### config.mk
export PLATFORM = sky130hd
export DESIGN_NAME = msmac_ctrl
export DESIGN_NICKNAME = d
export VERILOG_FILES = /design/src/rtl/msmac_pkg.sv /design/src/rtl/msmac_ctrl.sv
export SDC_FILE = /design/constraint.sdc
export NUM_CORES = 1
export LEC_CHECK = 0
export BUFFER_PORTS_ARGS = -buffer_cell sky130_fd_sc_hd__buf_2
export CORE_AREA = 4 4 41 43
export CTS_CLUSTER_SIZE = 14
export DETAILED_ROUTE_END_ITERATION = 12
export DIE_AREA = 0 0 45 47
export MAX_ROUTING_LAYER = met4
export PLACE_DENSITY = 0.54
export SLEW_MARGIN = 20
export SYNTH_ARGS = -nofsm -noshare
export SYNTH_HDL_FRONTEND = slang
export SYNTH_SLANG_ARGS = --single-unit
### constraint.sdc
create_clock -name aclk -period 2.99 [get_ports aclk]
set_input_delay 0.299 -clock aclk [delete_from_list [all_inputs] [get_ports aclk]]
set_output_delay 0.299 -clock aclk [all_outputs]
set_load 0.005 [all_outputs]
### src/rtl/msmac_pkg.sv
`default_nettype none
package msmac_pkg;

    typedef struct packed {
        logic [23:0] adc_code;
        logic [7:0]  elapsed_ticks;
    } in_item_t;

    typedef struct packed {
        logic signed [31:0] value_q16;
        logic [2:0]         value_channel;
        logic               value_valid;
        logic               stop_convert;
        logic [1:0]         phase;
        logic [2:0]         mux_address;
    } out_item_t;

    localparam logic [1:0] CFG_GAIN   = 2'd0;
    localparam logic [1:0] CFG_OFFSET = 2'd1;
    localparam logic [1:0] CFG_DEPTH  = 2'd2;
    localparam logic [1:0] CFG_SETTLE = 2'd3;

    localparam logic [1:0] PH_SELECT = 2'd0;
    localparam logic [1:0] PH_SETTLE = 2'd1;
    localparam logic [1:0] PH_SAMPLE = 2'd2;
    localparam logic [1:0] PH_STOP   = 2'd3;

    typedef enum logic [2:0] {
        ST_IDLE,
        ST_WRITE,
        ST_SUM,
        ST_DIV,
        ST_MUL,
        ST_OUT
    } ctrl_state_t;

    // controller to datapath
    typedef struct packed {
        logic start;     // item accepted: latch inputs, do phase step
        logic wr;        // write history, start sum
        logic sum_step;  // add one entry
        logic div_step;  // one quotient bit
        logic mul_step;  // gain multiply and final add
        logic out_load;  // load output register
    } dp_cmd_t;

    // datapath to controller
    typedef struct packed {
        logic is_sample;
        logic sum_done;
        logic div_done;
    } dp_stat_t;

endpackage
`default_nettype wire

### src/rtl/msmac_ctrl.sv
`default_nettype none
module msmac_ctrl (
    input  wire logic              aclk,
    input  wire logic              aresetn,
    input  wire logic              s_valid,
    output logic                   s_ready,
    input  wire logic              m_ready,
    output logic                   m_valid,
    output msmac_pkg::dp_cmd_t     cmd,
    input  wire msmac_pkg::dp_stat_t stat
);
    msmac_pkg::ctrl_state_t state_reg, state_next;
    logic m_valid_reg, m_valid_next;

    // state and output valid registers
    always_ff @(posedge aclk) begin
        if (!aresetn) begin
            state_reg   <= msmac_pkg::ST_IDLE;
            m_valid_reg <= 1'b0;
        end else begin
            state_reg   <= state_next;
            m_valid_reg <= m_valid_next;
        end
    end

    assign m_valid = m_valid_reg;

    // next state and commands
    always_comb begin
        state_next   = state_reg;
        m_valid_next = m_valid_reg && !m_ready;
        cmd          = '0;
        s_ready      = 1'b0;
        unique case (state_reg)
            msmac_pkg::ST_IDLE: begin
                s_ready = 1'b1;
                if (s_valid) begin
                    cmd.start  = 1'b1;
                    state_next = msmac_pkg::ST_WRITE;
                end
            end
            msmac_pkg::ST_WRITE: begin
                if (stat.is_sample) begin
                    cmd.wr     = 1'b1;
                    state_next = msmac_pkg::ST_SUM;
                end else begin
                    state_next = msmac_pkg::ST_OUT;
                end
            end
            msmac_pkg::ST_SUM: begin
                cmd.sum_step = 1'b1;
                if (stat.sum_done) state_next = msmac_pkg::ST_DIV;
            end
            msmac_pkg::ST_DIV: begin
                cmd.div_step = 1'b1;
                if (stat.div_done) state_next = msmac_pkg::ST_MUL;
            end
            msmac_pkg::ST_MUL: begin
                cmd.mul_step = 1'b1;
                state_next   = msmac_pkg::ST_OUT;
            end
            msmac_pkg::ST_OUT: begin
                if (!m_valid_reg || m_ready) begin
                    cmd.out_load = 1'b1;
                    m_valid_next = 1'b1;
                    state_next   = msmac_pkg::ST_IDLE;
                end
            end
            default: state_next = msmac_pkg::ST_IDLE;
        endcase
    end
endmodule
`default_nettype wire

==> results.json, run 1 <==
{
  "synth_nets": 42,
  "worst-path-stages": 3,
  "path_clk_slew_ns": 0.04,
  "rsz0062_at_grt": "false",
  "total_power_uw": 194,
  "wl_per_cell_um": 10.2,
  "ys_types": 22,
  "clkSinkCount": 4,
  "die_h_um": 47,
  "crit_slowest_cell": "dfxtp_1",
  "synthTopCellsByCount": "nor2_1, dfxtp_1, nand2b_1, nor3_1",
  "utilization_pct": 29.8,
  "synth_top_area_share_pct": 27.4,
  "clk_latency_ns": 0.24,
  "required_ns": 2.69,
  "routabilityCongestion": 0.727,
  "yosys-top-cells-area": "dfxtp_1, o31ai_4, nand2b_1",
  "setup_violations": 0,
  "synth_area_per_cell_um2": 8.37,
  "r2r.worst_path.cells": 3,
  "timing.hold.ws_ns": 0.335,
  "dp.cells": 62,
  "fmax_mhz": 677,
  "worstSetupEndpointType": "output port",
  "n_antenna_cell": 0,
  "wl_um": 662,
  "core_area_mm2": 0.00130,
  "critPathMaxStageDelay_ns": 0.46,
  "drc_errors": 0,
  "firstDrtPassIters": 4,
  "critical-path-top-delay-family": "flip-flops",
  "nets": 59,
  "hpwl_um": 541,
  "yosysMostFrequentCell": "nor2_1",
  "yosysTopAreaCell": "dfxtp_1",
  "std_cell_rows": 13,
  "ir_drop_mv": 0.184,
  "status": "finished clean",
  "start_kind": "flip-flop",
  "area.growth.synth_to_final_pct": 32.5,
  "postRouteAntennaNets": 0,
  "regArea_um2": 80.1,
  "via_per_inst": 4.31,
  "synth_ff_type": "dfxtp_1",
  "synthArstFlopShare_pct": 0,
  "port_buffers": 14,
  "largest_reg_flops": 3,
  "drv_slew": 0,
  "pin_count": 15,
  "syn-instance-count": 35,
  "cts-buffers-inserted": 3,
  "initial_core_util_pct": 22.5,
  "worstSetupPathType": "flip-flop to output port",
  "grt_pass1_wl_um": 1110,
  "cp_max_fo": 9,
  "cts_tree": "yes",
  "multi_input_area_um2": 193,
  "grt_max_degree": 10,
  "layout-drive-gt1-share_pct": 42.0,
  "fin_skew_ns": 0.000975,
  "grt_pass1_vias": 265,
  "fillers": 151,
  "grt_overflow": 0,
  "cts_max_level": 1,
  "first_iter_violations": 13,
  "hold_path.class": "input pin to flip-flop",
  "tightest_slew_ns": 0.386,
  "cts-resized-gates": 0,
  "antenna_found_initial": 0,
  "max_cap_viol_count": 0,
  "path_buf_inv": 2,
  "fin_cells": 65,
  "yosys_warnings": 0,
  "cp.arrival_ns": 1.18,
  "max_slew_margin_pct": 74.3,
  "dieArea_mm2": 0.00212,
  "yosys_register_bits": 4,
  "hold_buffers": 0,
  "dr_total_vias": 280,
  "crit_chain": "inv_1, nor3_1, buf_2",
  "syn_area_um2": 293,
  "grt.total_usage_pct": 8.08,
  "cts_buffer_depth": 2,
  "min_period_ns": 1.48,
  "cts_setup_buffers": 0,
  "holdPathStages": 3,
  "seq_area_frac_synth_pct": 27.4,
  "period_share_pct": 49.4,
  "setup_tns_ns": 0,
  "p_leak_uw": 0.000180,
  "hold_viol_final": 0,
  "synth-edff-count": 0,
  "root_buffer": "clkbuf_4",
  "powerDensity_mw_per_mm2": 499,
  "die_x_um": 45
}
-- path summary, 6_finish.rpt --
kind	end	startpoint	slack, ns
setup / recovery	cmd[3]	state_reg[1]	1.51
hold / removal	state_reg[0]	aresetn	0.33
setup reg to reg	state_reg[0]	state_reg[1]	1.85
hold reg to reg	m_valid	m_valid	0.53
-- cell usage in the layout (no fill, tap or decap), types with 2 or more instances in the layout --
cell,count
buf_2,14
nor2_1,5
dfxtp_1,4
nor3_1,3
nand2b_1,3
clkbuf_4,3
o21a_1,2
nand2_1,2
-- cell type report --
cell class	count	share of cell area [%]
inverters	1	0.968
well taps	15	4.84
repair buffers	14	18.1
clock buffers	3	5.81
multi-input cells	28	49.7
flip-flops and latches	4	20.6
-- stage by stage --
stage	setup slack [ns]	area, um2
2_1_floorplan	1.83	293
3_3_place_gp	1.75	365
3_5_place_dp	1.75	365
4_1_cts	1.49	388
5_1_grt	1.39	388
6_report	1.51	388
-- tightest hold or removal path, stage by stage --
cell	delay [ns]
buf_2	0.14
o31ai_4	0.06
nor3_2	0.03
-- layer usage --
metal / vias up / GRT usage [%] / share of wire, %
li1: 149 / - / -
met1: 118 / 8.88 / 43
met2: 11 / 11.0 / 48
met3: 2 / 5.75 / 7.4
met4: 0 / 3.51 / 0.91
met5: - / - / 0
-- report_power, final --
part	internal, uW	total [uW]	leakage (uW)	switching [uW]
combinational	29.8	52.9	0.000133	23.1
clock	44.9	67.4	0.0000138	22.5
sequential	59.4	73.3	0.0000328	14.0
total	134	194	0.000180	59.6
-- cells by family (layout without fill, tap and decap cells) --
| family | Yosys count | after routing | share of synthesized area (%) |
|---|---|---|---|
| and+or+nand+nor | 20 | 20 | 39.7 |
| AOI/OAI and AO/OA | 7 | 7 | 20.9 |
| DFF | 4 | 4 | 27.4 |
| buffers and inverters | 3 | 18 | 6.83 |
| muxes | 1 | 1 | 5.13 |
No activity file was read; power rests on OpenSTA's default activity.
==> run 2, diff against run 1 <==
==> constraint.sdc (replaced) <==
create_clock -name aclk -period 1.45 [get_ports aclk]
set_input_delay 0.145 -clock aclk [delete_from_list [all_inputs] [get_ports aclk]]
set_output_delay 0.145 -clock aclk [all_outputs]
set_load 0.005 [all_outputs]
==> results.json, run 2 (synthesized netlist as in run 1, its figures left out) <==
{
  "status": "finished clean",
  "rsz0062_at_grt": "false",
  "hp-start": "aresetn",
  "area.growth.synth_to_final_pct": 32.9,
  "tightest_slew_ns": 0.377,
  "drc_errors": 0,
  "p_sw_share_pct": 31.3,
  "holdPathStages": 3,
  "cts-buffers-inserted": 3,
  "drv_slew": 0,
  "p_sw_uw": 126,
  "cts_setup_buffers": 0,
  "hold_path.class": "input pin to flip-flop",
  "path_buf_inv": 1,
  "path_clk_slew_ns": 0.04,
  "cts_tree": "yes",
  "std_cell_rows": 13,
  "ir_drop_mv": 0.445,
  "pwr-share-comb_pct": 27.0,
  "required_ns": 1.31,
  "die_h_um": 47,
  "start_kind": "flip-flop",
  "hold_viol_final": 0,
  "nets": 59,
  "worstSetupEndpointType": "output port",
  "utilization_pct": 29.9,
  "n_antenna_cell": 0,
  "clk_latency_ns": 0.24,
  "hpwl_um": 529,
  "worstSetupPathType": "flip-flop to output port",
  "period_share_pct": 90.8,
  "power_frac_seq_pct": 37.5,
  "first_iter_violations": 5,
  "postRouteAntennaNets": 0,
  "pin_count": 15,
  "critPathLaunch": "state_reg[0]",
  "fin_area_um2": 389,
  "crit_chain": "nor3_1, and2_1, buf_2",
  "clkSinkCount": 4,
  "crit_slowest_cell": "dfxtp_1",
  "hold_buffers": 0,
  "grt_pass1_vias": 277,
  "firstDrtPassIters": 2,
  "wl_per_cell_um": 10.2,
  "regArea_um2": 81.3,
  "min_period_ns": 1.32,
  "antenna_found_initial": 0,
  "p_int_uw": 277,
  "fmax_mhz": 760,
  "multi_input_area_um2": 193,
  "grt_overflow": 0,
  "fillers": 152,
  "initial_core_util_pct": 22.5,
  "max_slew_margin_pct": 74.8,
  "layout_commonest_cell": "buf_2",
  "fin_cells": 65,
  "cts_max_level": 1,
  "grt_max_degree": 10,
  "setup_violations": 0,
  "r2r.worst_path.cells": 3,
  "critical-path-top-delay-family": "flip-flops",
  "cp.arrival_ns": 1.17,
  "wl_um": 661,
  "layout-drive-gt1-share_pct": 44.0,
  "r2r-end": "state_reg[0]",
  "setup_tns_ns": 0,
  "core_area_mm2": 0.00130,
  "layout_common_cells": "buf_2, nor2_1",
  "fin_skew_ns": 0.00474,
  "root_buffer": "clkbuf_4",
  "cts_buffer_depth": 2,
  "die_x_um": 45,
  "dp.cells": 62,
  "dieArea_mm2": 0.00212,
  "largest_reg_flops": 3,
  "powerDensity_mw_per_mm2": 1040,
  "p_leak_uw": 0.000180,
  "placed_area_um2": 365,
  "max_cap_viol_count": 0,
  "min_to": "state_reg[0]",
  "timing.hold.ws_ns": 0.173,
  "rr_startpoint": "state_reg[0]",
  "grt_pass1_wl_um": 1160,
  "port_buffers": 14,
  "grt.total_usage_pct": 8.25,
  "cp_max_fo": 8,
  "via_per_inst": 4.42,
  "routabilityCongestion": 0.763,
  "critPathMaxStageDelay_ns": 0.54,
  "power_frac_clock_pct": 35.5,
  "dr_total_vias": 287,
  "rrSetupSlack_ns": 0.37
}
[run 2: cell counts in the layout (fill, tap and decap cells not counted)]
Identical to the previous run, type by type.
[run 2: worst reg2reg max path, cell delays in order, from the launching register on]
cell and delay (ns):
dfxtp_1 0.54, nand2b_4 0.11, nor3_1 0.25, nor3_2 0.07
[run 2: worst max-delay path by stage]
stage,end,slack (ns),cells after the start
after floorplan,state_reg[0],0.40,4
after global placement,state_reg[0],0.33,3
after detailed placement,state_reg[0],0.31,3
after CTS,cmd[3],0.07,3
after global routing,cmd[0],0.04,3
final,cmd[5],0.13,3
[run 2: stage by stage]
stage | total power (uW) | setup WS [ns]
2_1_floorplan | 229 | 0.396
3_3_place_gp | 264 | 0.329
3_5_place_dp | 262 | 0.315
4_1_cts | 413 | 0.0732
5_1_grt | 437 | 0.0417
6_report | 404 | 0.134
[run 2: repair_timing]
| action | in CTS | in global routing |
|---|---|---|
| resized for setup | 0 | 1 |
| hold endpoints to repair | 0 | 0 |
| endpoints found under the setup margin | 0 | 1 |
[run 2: layout make-up]
cell class	count	area share, %
Clock buffer	3	5.79
Tap cell	15	4.82
Multi-Input combinational cell	28	49.5
Sequential cell	4	20.9
Timing Repair Buffer	14	18.0
Inverter	1	0.965
[run 2: power by group through the flow]
| stage | clock, uW | sequential [uW] | combinational (uW) |
|---|---|---|---|
| after floorplan | 0 | 132 | 96.2 |
| after global placement | 0 | 153 | 112 |
| after detailed placement | 0 | 153 | 109 |
| after CTS | 153 | 151 | 110 |
| after global routing | 159 | 156 | 123 |
| final | 143 | 151 | 109 |
[run 2: routing by layer]
metal | up-vias | wire length, um | GRT usage (%)
li1 | 151 | - | -
met1 | 124 | 308 | 10.7
met2 | 10 | 295 | 10.2
met3 | 2 | 43 | 3.45
met4 | 0 | 14 | 5.26
met5 | - | 0 | -
